### config.mk
export PLATFORM = sky130hd
export DESIGN_NAME = ath_front
export DESIGN_NICKNAME = d
export VERILOG_FILES = /design/src/rtl/ath_pkg.sv /design/src/rtl/ath_front.sv
export SDC_FILE = /design/constraint.sdc
export NUM_CORES = 2
export LEC_CHECK = 0
export ABC_CLOCK_PERIOD_IN_PS = 23900
export BUFFER_PORTS_ARGS = -buffer_cell sky130_fd_sc_hd__buf_2
export CAP_MARGIN = 20
export CORE_MARGIN = 10
export CORE_UTILIZATION = 61
export DETAILED_ROUTE_END_ITERATION = 12
export PLACE_DENSITY = 0.77
export SLEW_MARGIN = 20
export SYNTH_ARGS = -nofsm -noshare
export SYNTH_HDL_FRONTEND = slang
export SYNTH_SLANG_ARGS = --single-unit
### constraint.sdc
create_clock -name aclk -period 23.9 [get_ports aclk]
set_input_delay 1.195 -clock aclk [delete_from_list [all_inputs] [get_ports aclk]]
set_output_delay 1.195 -clock aclk [all_outputs]
set_load 0.05 [all_outputs]
### src/rtl/ath_pkg.sv
// Package with shared types, constants and the address hash constants for the allocation tracker.
`default_nettype none
package ath_pkg;
    localparam int unsigned TABLE_SLOTS = 4096;
    localparam int unsigned IDX_W = $clog2(TABLE_SLOTS);
    localparam int unsigned CNT_W = $clog2(TABLE_SLOTS + 1);
    localparam int unsigned QDEPTH = 2;
    localparam logic [31:0] KEY_EMPTY = 32'd0;
    localparam logic [31:0] KEY_TOMB = 32'd1;
    localparam logic [63:0] SAT64 = 64'hFFFF_FFFF_FFFF_FFFF;
    localparam logic [31:0] MIX_A = 32'h7feb352d;
    localparam logic [31:0] MIX_B = 32'h846ca68b;

    typedef enum logic [2:0] {
        OP_ALLOC = 3'd0,
        OP_ZALLOC = 3'd1,
        OP_RESIZE = 3'd2,
        OP_FREE = 3'd3,
        OP_RUNRST = 3'd4
    } opcode_t;

    typedef struct packed {
        logic [2:0] opcode;
        logic [31:0] address;
        logic [31:0] new_address;
        logic [31:0] alloc_size;
        logic [31:0] element_count;
    } in_beat_t;

    typedef struct packed {
        logic recorded;
        logic removed;
        logic [63:0] current_delta_bytes;
        logic [63:0] peak_delta_bytes;
        logic [63:0] run_alloc_count;
        logic [63:0] run_free_count;
        logic [63:0] run_dropped_count;
    } out_beat_t;

    // Classified command handed from the front end to the table engine.
    typedef struct packed {
        logic do_release;
        logic do_record;
        logic do_runrst;
        logic [31:0] rel_addr;
        logic [31:0] rec_addr;
        logic [31:0] rec_bytes;
    } cmd_t;

    typedef enum logic [3:0] {
        ST_IDLE, ST_CLEAR, ST_MUL1, ST_MUL2, ST_HOME, ST_RD, ST_CHK,
        ST_WRITE, ST_RESULT, ST_OUT
    } eng_state_t;

    function automatic logic [63:0] add_sat(input logic [63:0] a, input logic [63:0] b);
        logic [64:0] s;
        s = {1'b0, a} + {1'b0, b};
        return s[64] ? SAT64 : s[63:0];
    endfunction

    function automatic logic [63:0] sub_floor(input logic [63:0] a, input logic [63:0] b);
        return (a >= b) ? (a - b) : 64'd0;
    endfunction
endpackage
`default_nettype wire

### src/rtl/ath_front.sv
// Front end: accepts beats, forms the zeroed size and classifies each event into a command.
`default_nettype none
module ath_front
    import ath_pkg::*;
(
    input wire logic aclk,
    input wire logic aresetn,
    input wire logic s_valid,
    output logic s_ready,
    input wire in_beat_t s_data,
    output logic q_valid,
    input wire logic q_ready,
    output cmd_t q_cmd
);
    in_beat_t beat_reg;
    logic stage_reg;
    logic [63:0] prod_reg;
    cmd_t fifo_reg [QDEPTH];
    logic [$clog2(QDEPTH)-1:0] wp_reg, rp_reg;
    logic [$clog2(QDEPTH+1)-1:0] cnt_reg;
    logic push, pop;
    cmd_t cmd;
    logic [31:0] zbytes;

    assign s_ready = !stage_reg;
    assign zbytes = (prod_reg[63:32] != 32'd0) ? 32'hFFFF_FFFF : prod_reg[31:0];

    always_comb begin
        cmd = '0;
        cmd.rel_addr = beat_reg.address;
        cmd.rec_addr = beat_reg.address;
        cmd.rec_bytes = beat_reg.alloc_size;
        case (beat_reg.opcode)
            OP_ALLOC: cmd.do_record = beat_reg.address != 32'd0;
            OP_ZALLOC: begin
                cmd.do_record = beat_reg.address != 32'd0;
                cmd.rec_bytes = zbytes;
            end
            OP_RESIZE: begin
                if (!(beat_reg.new_address == 32'd0 && beat_reg.alloc_size != 32'd0)) begin
                    cmd.do_release = beat_reg.address != 32'd0;
                    cmd.do_record = beat_reg.new_address != 32'd0;
                    cmd.rec_addr = beat_reg.new_address;
                end
            end
            OP_FREE: cmd.do_release = beat_reg.address != 32'd0;
            OP_RUNRST: cmd.do_runrst = 1'b1;
            default: ;
        endcase
    end

    assign push = stage_reg && (cnt_reg != QDEPTH[$clog2(QDEPTH+1)-1:0]);
    assign pop = q_valid && q_ready;
    assign q_valid = cnt_reg != '0;
    assign q_cmd = fifo_reg[rp_reg];

    always_ff @(posedge aclk) begin
        if (!aresetn) begin
            stage_reg <= 1'b0;
            wp_reg <= '0;
            rp_reg <= '0;
            cnt_reg <= '0;
        end else begin
            if (s_valid && s_ready) begin
                stage_reg <= 1'b1;
            end else if (push) begin
                stage_reg <= 1'b0;
            end
            if (push) begin
                wp_reg <= wp_reg + 1'b1;
            end
            if (pop) begin
                rp_reg <= rp_reg + 1'b1;
            end
            cnt_reg <= cnt_reg + {{($clog2(QDEPTH+1)-1){1'b0}}, push}
                       - {{($clog2(QDEPTH+1)-1){1'b0}}, pop};
        end
        if (s_valid && s_ready) begin
            beat_reg <= s_data;
            prod_reg <= 64'(s_data.element_count) * 64'(s_data.alloc_size);
        end
        if (push) begin
            fifo_reg[wp_reg] <= cmd;
        end
    end
endmodule
`default_nettype wire

Word-level counts from Yosys, hierarchy flattened
Memory sizes are Yosys's and may differ from the RTL's. A register that Yosys moved wholly into a read port is not among the register bits.
Cells that the tools add are included.
{"block": "totals", "memories": 1, "output_inout_bits": 101, "mem_bits_rw": 198, "register_bits": 168, "inputBits": 135}
{"name": "fifo_reg", "words": 2, "width": 99, "rd": 1, "rd_clocked_by_memory_dff": 1, "write_ports": 1, "line": "ath_front.sv:18", "source": "cmd_t fifo_reg [QDEPTH];"}
{"block": "op_classes", "n_reduce_logical": 14, "muxes": 14, "n_eq_ne": 5, "addsub": 4, "mul": 1}
{"op": "32-bit 2-to-1 mux", "n": 4}
{"op": "32-bit nonzero test", "n": 4}
{"op": "32-bit by 32-bit multiplier with 64-bit output", "n": 1}
{"op": "32-bit logical NOT", "n": 1}
{"op": "1-bit 2-to-1 mux", "n": 7}
{"op": "3-bit by 2-bit equality test with 1-bit output, second input constant", "n": 2}
{"op": "1-bit logical AND", "n": 4}
{"op": "1-bit case mux with 2 select lines", "n": 2}
{"op": "2-bit nonzero test", "n": 2}
{"op": "3-bit by 1-bit equality test with 1-bit output, second input constant", "n": 1}
{"op": "3-bit equality test, second input constant", "n": 1}
{"op": "3-bit logical NOT", "n": 1}
{"op": "1-bit adder, second input constant", "n": 2}
{"op": "2-bit by 1-bit adder with 2-bit output", "n": 1}
{"op": "2-bit 2-to-1 mux", "n": 1}
{"op": "2-bit inequality test, second input constant", "n": 1}
{"op": "2-bit OR reduction", "n": 1}
{"op": "2-bit by 1-bit subtractor with 2-bit output", "n": 1}
{"op": "1-bit logical NOT", "n": 1}

Logic depth before layout (Yosys ltp)
{"block": "depth", "depth_word": 4, "depth_mapped": 28}

Least setup slack after synthesis
No wires, ideal clock.
{"block": "synth_path", "path_type": "input port to flip-flop", "from": "in s_valid", "to": "reg beat_reg[100] in the netlist's numbering (enable)", "setup_time_ns": 0.708, "slack_ns": 14.954, "arrival_ns": 8.238, "path_stages": 1, "required_time_ns": 23.192, "cell_sequence": "nor2b_1"}
{"block": "synth_between", "elab_chain_cells": 1}
{"element": "start, declared", "line": "ath_front.sv:8", "source": "input wire logic s_valid,"}
{"element": "1-bit logical AND", "line": "ath_front.sv:78", "source": "if (s_valid && s_ready) begin"}
{"element": "end signal, assigned", "line": "ath_front.sv:79", "source": "beat_reg <= s_data;"}
{"element": "end, declared", "line": "ath_front.sv:15", "source": "in_beat_t beat_reg;"}
No other way between the ends.
A chain may end at the register's enable or synchronous reset.

Final worst setup path
{"block": "layout_path", "from": "in s_data[12] in the netlist's numbering", "to": "reg prod_reg[57], data pin"}
{"block": "layout_between", "elab_chain_cells": 1}
{"element": "start, declared", "line": "ath_front.sv:10", "source": "input wire in_beat_t s_data,"}
{"element": "32-bit by 32-bit multiplier with 64-bit output", "line": "ath_front.sv:80", "source": "prod_reg <= 64'(s_data.element_count) * 64'(s_data.alloc_size);"}
{"element": "end signal, assigned", "line": "ath_front.sv:80"}
{"element": "end, declared", "line": "ath_front.sv:17", "source": "logic [63:0] prod_reg;"}
No other way between the ends.

==> key figures <==
Synth
  • Synth Instances: 4299
  • Yosys reg bits: 367
  • Yosys warning count: 0
  • Distinct cell type count after synthesis: 63
  • Top FF cell, synth: edfxtp_1
  • Syn_nets: 5595
  • Mean Syn Cell Area: 10.8 sq um
  • Ys async rst share: 0%
  • Sequential element share of the synthesized area: 23.6%
  • Number of flops mapped to enable cells by yosys: 361
  • Syn Std Cell Area: 46500 sq um

Routing
  • ANT nets after route: 0
  • Initial DRT Pass Iterations: 5
  • DR DRC count: 0
  • Drt wl/cell: 21.4 um
  • Via count: 30800
  • Drt first-iter violations: 2157
  • Vias per std cell: 5.74
  • Final WL: 115000 um

Timing
  • Max-Slew Margin vs Limit: 30.7%
  • Least-Margin Pin Slew: 1040 ps
  • Fin crit share: 36.1%
  • Final Max Slew Viols: 0
  • Worst clock skew: 34.7 ps
  • Setup Viol. Count Final: 0
  • Setup_tns: 0 ps
  • Fin crit period: 8640 ps
  • Unrepaired setup endpoints after global routing: false
  • Achievable Freq: 116 MHz
  • Final Hold Vio Count: 0

Clocking
  • CTS Sinks: 367
  • Post-CTS Setup Repair Bufs: 0
  • Post-CTS Resized: 0
  • H-Tree Depth: 2
  • CTS root buffer: clkbuf_16
  • Worst-Skew Late Latency: 530 ps
  • Clock Pin Slew Worst Setup and Hold Paths: 60 ps
  • Clock buffer count from CTS: 36
  • CTS tree: built
  • Hold buffer count at cts: 0
  • Clock tree buffer depth: 3

Placement
  • Post-DP HPWL: 88400 um
  • Port Buffers: 235
  • Placer Congestion: 0.898

Worst setup path
  • CP Buf/Inv Count: 5
  • CP peak stage delay: 580 ps
  • CP Data Required Time: 24140 ps
  • CP dominant cell by count: fa_1
  • Crit path launch type: primary input
  • Crit path max fanout: 32
  • Critical path type: primary input to flip-flop
  • Slowest-stage cell, CP: buf_2
  • CP delay by family, top: adder cells
  • Critical Path AT: 8880 ps
  • CP Capture Type: flip-flop

Layout
  • Most frequent cells in the layout: fa_1, inv_1, and2_1
  • Fraction of layout cells with a size suffix above 1: 10.3%
  • P&R area growth vs syn: 6.04%
  • Largest register FFs: 198
  • Fin nets: 5650
  • Commonest non-fill, non-tap cell in the layout: fa_1

Global route
  • Tot GR Track Use: 27.1%
  • First-pass GRT wire length: 184000 um
  • Vias in the first global route: 33300
  • Largest net degree at the start of global routing: 71
  • Initial antenna violation count: 5
  • Congestion Overflow GR: 0

Die
  • Die extent in y: 296 um
  • DIE AREA: 87700 sq um
  • Row Count: 101
  • IO Count: 236
  • Width of the die: 296 um
  • Effective utilization at floorplan: 61.3%
  • Core Area: 75800 sq um

Hold path
  • HP Class: flip-flop to flip-flop

Job
  • Max-cap viol count: 0

Status
  • Status: complete, no violations
final timing paths:
path                  from              end  slack, ps  cells past startpoint
max             s_data[12]     prod_reg[57]      15260                     25
min          beat_reg[100]  fifo_reg[1][68]        500                      0
max reg2reg      stage_reg  fifo_reg[1][31]      21090                      4
min reg2reg  beat_reg[100]  fifo_reg[1][68]        500                      0
metal layers:
layer  vias up  wire length, um  global-route usage [%]
met2      1295            59300                    47.6
met1     15900            42700                    34.0
met5         -                0                       0
met4         0             5380                    10.7
li1      13200                -                       -
met3       296             7480                    3.30
layout make-up:
| class | count | area (sq um) |
|---|---|---|
| Antenna cell | 8 | 20.0 |
| Timing Repair Buffer | 247 | 1270 |
| Tap cell | 978 | 1220 |
| Multi-Input combinational cell | 2849 | 31500 |
| Clock buffer | 37 | 905 |
| Clock inverter | 27 | 248 |
| Fill cell | 5804 | 26500 |
| Sequential cell | 367 | 11000 |
| Inverter | 853 | 3200 |
logic make-up (layout without fill, tap and decap cells):
family | after synthesis | in the layout | share of synthesized area, %
AOI/OAI and AO/OA | 235 | 235 | 3.46
xor gates and xnor gates | 67 | 67 | 1.26
adders and majority gates | 1161 | 1161 | 45.7
buffers and inverters | 1083 | 1164 | 8.78
DFF | 367 | 367 | 23.6
muxes | 132 | 132 | 3.19
other | 0 | 8 | 0
and+or+nand+nor | 1254 | 1254 | 14.1
per-stage QoR:
stage / hold WS [ps] / cell area [sq um] / cells / util, % / worst slack [ps]
global placement: 476 / 48200 / 5294 / 63.5 / 14900
CTS: 503 / 49300 / 5358 / 65.0 / 15320
detailed placement: 485 / 48200 / 5294 / 63.5 / 14860
global route: 533 / 49300 / 5361 / 65.0 / 14930
floorplan: 463 / 46500 / 4299 / - / 14950
finish: 503 / 49300 / 5366 / 65.1 / 15260
cell usage after synthesis, types with 6 or more instances:
cell | number | area, sq um
xor2_1 | 24 | 210
nand3_1 | 8 | 40.0
xnor2_1 | 43 | 377
ha_1 | 265 | 3320
o21bai_1 | 11 | 82.6
nor2b_1 | 12 | 75.1
o22a_1 | 32 | 280
nand4_1 | 23 | 144
clkbuf_1 | 219 | 822
mux2_2 | 131 | 1480
dfxtp_1 | 6 | 120
nor3_1 | 12 | 60.1
o21ai_0 | 43 | 215
fa_1 | 896 | 17900
nor4_1 | 34 | 213
a21o_1 | 29 | 218
nand2_1 | 471 | 1770
inv_1 | 853 | 3200
edfxtp_1 | 361 | 10800
and2_1 | 621 | 3880
a21oi_1 | 70 | 350
nor2_1 | 49 | 184
Power is left out: the tool's default activity adds up to more than one toggle a clock period on the data nets, which glitch-free logic cannot reach.
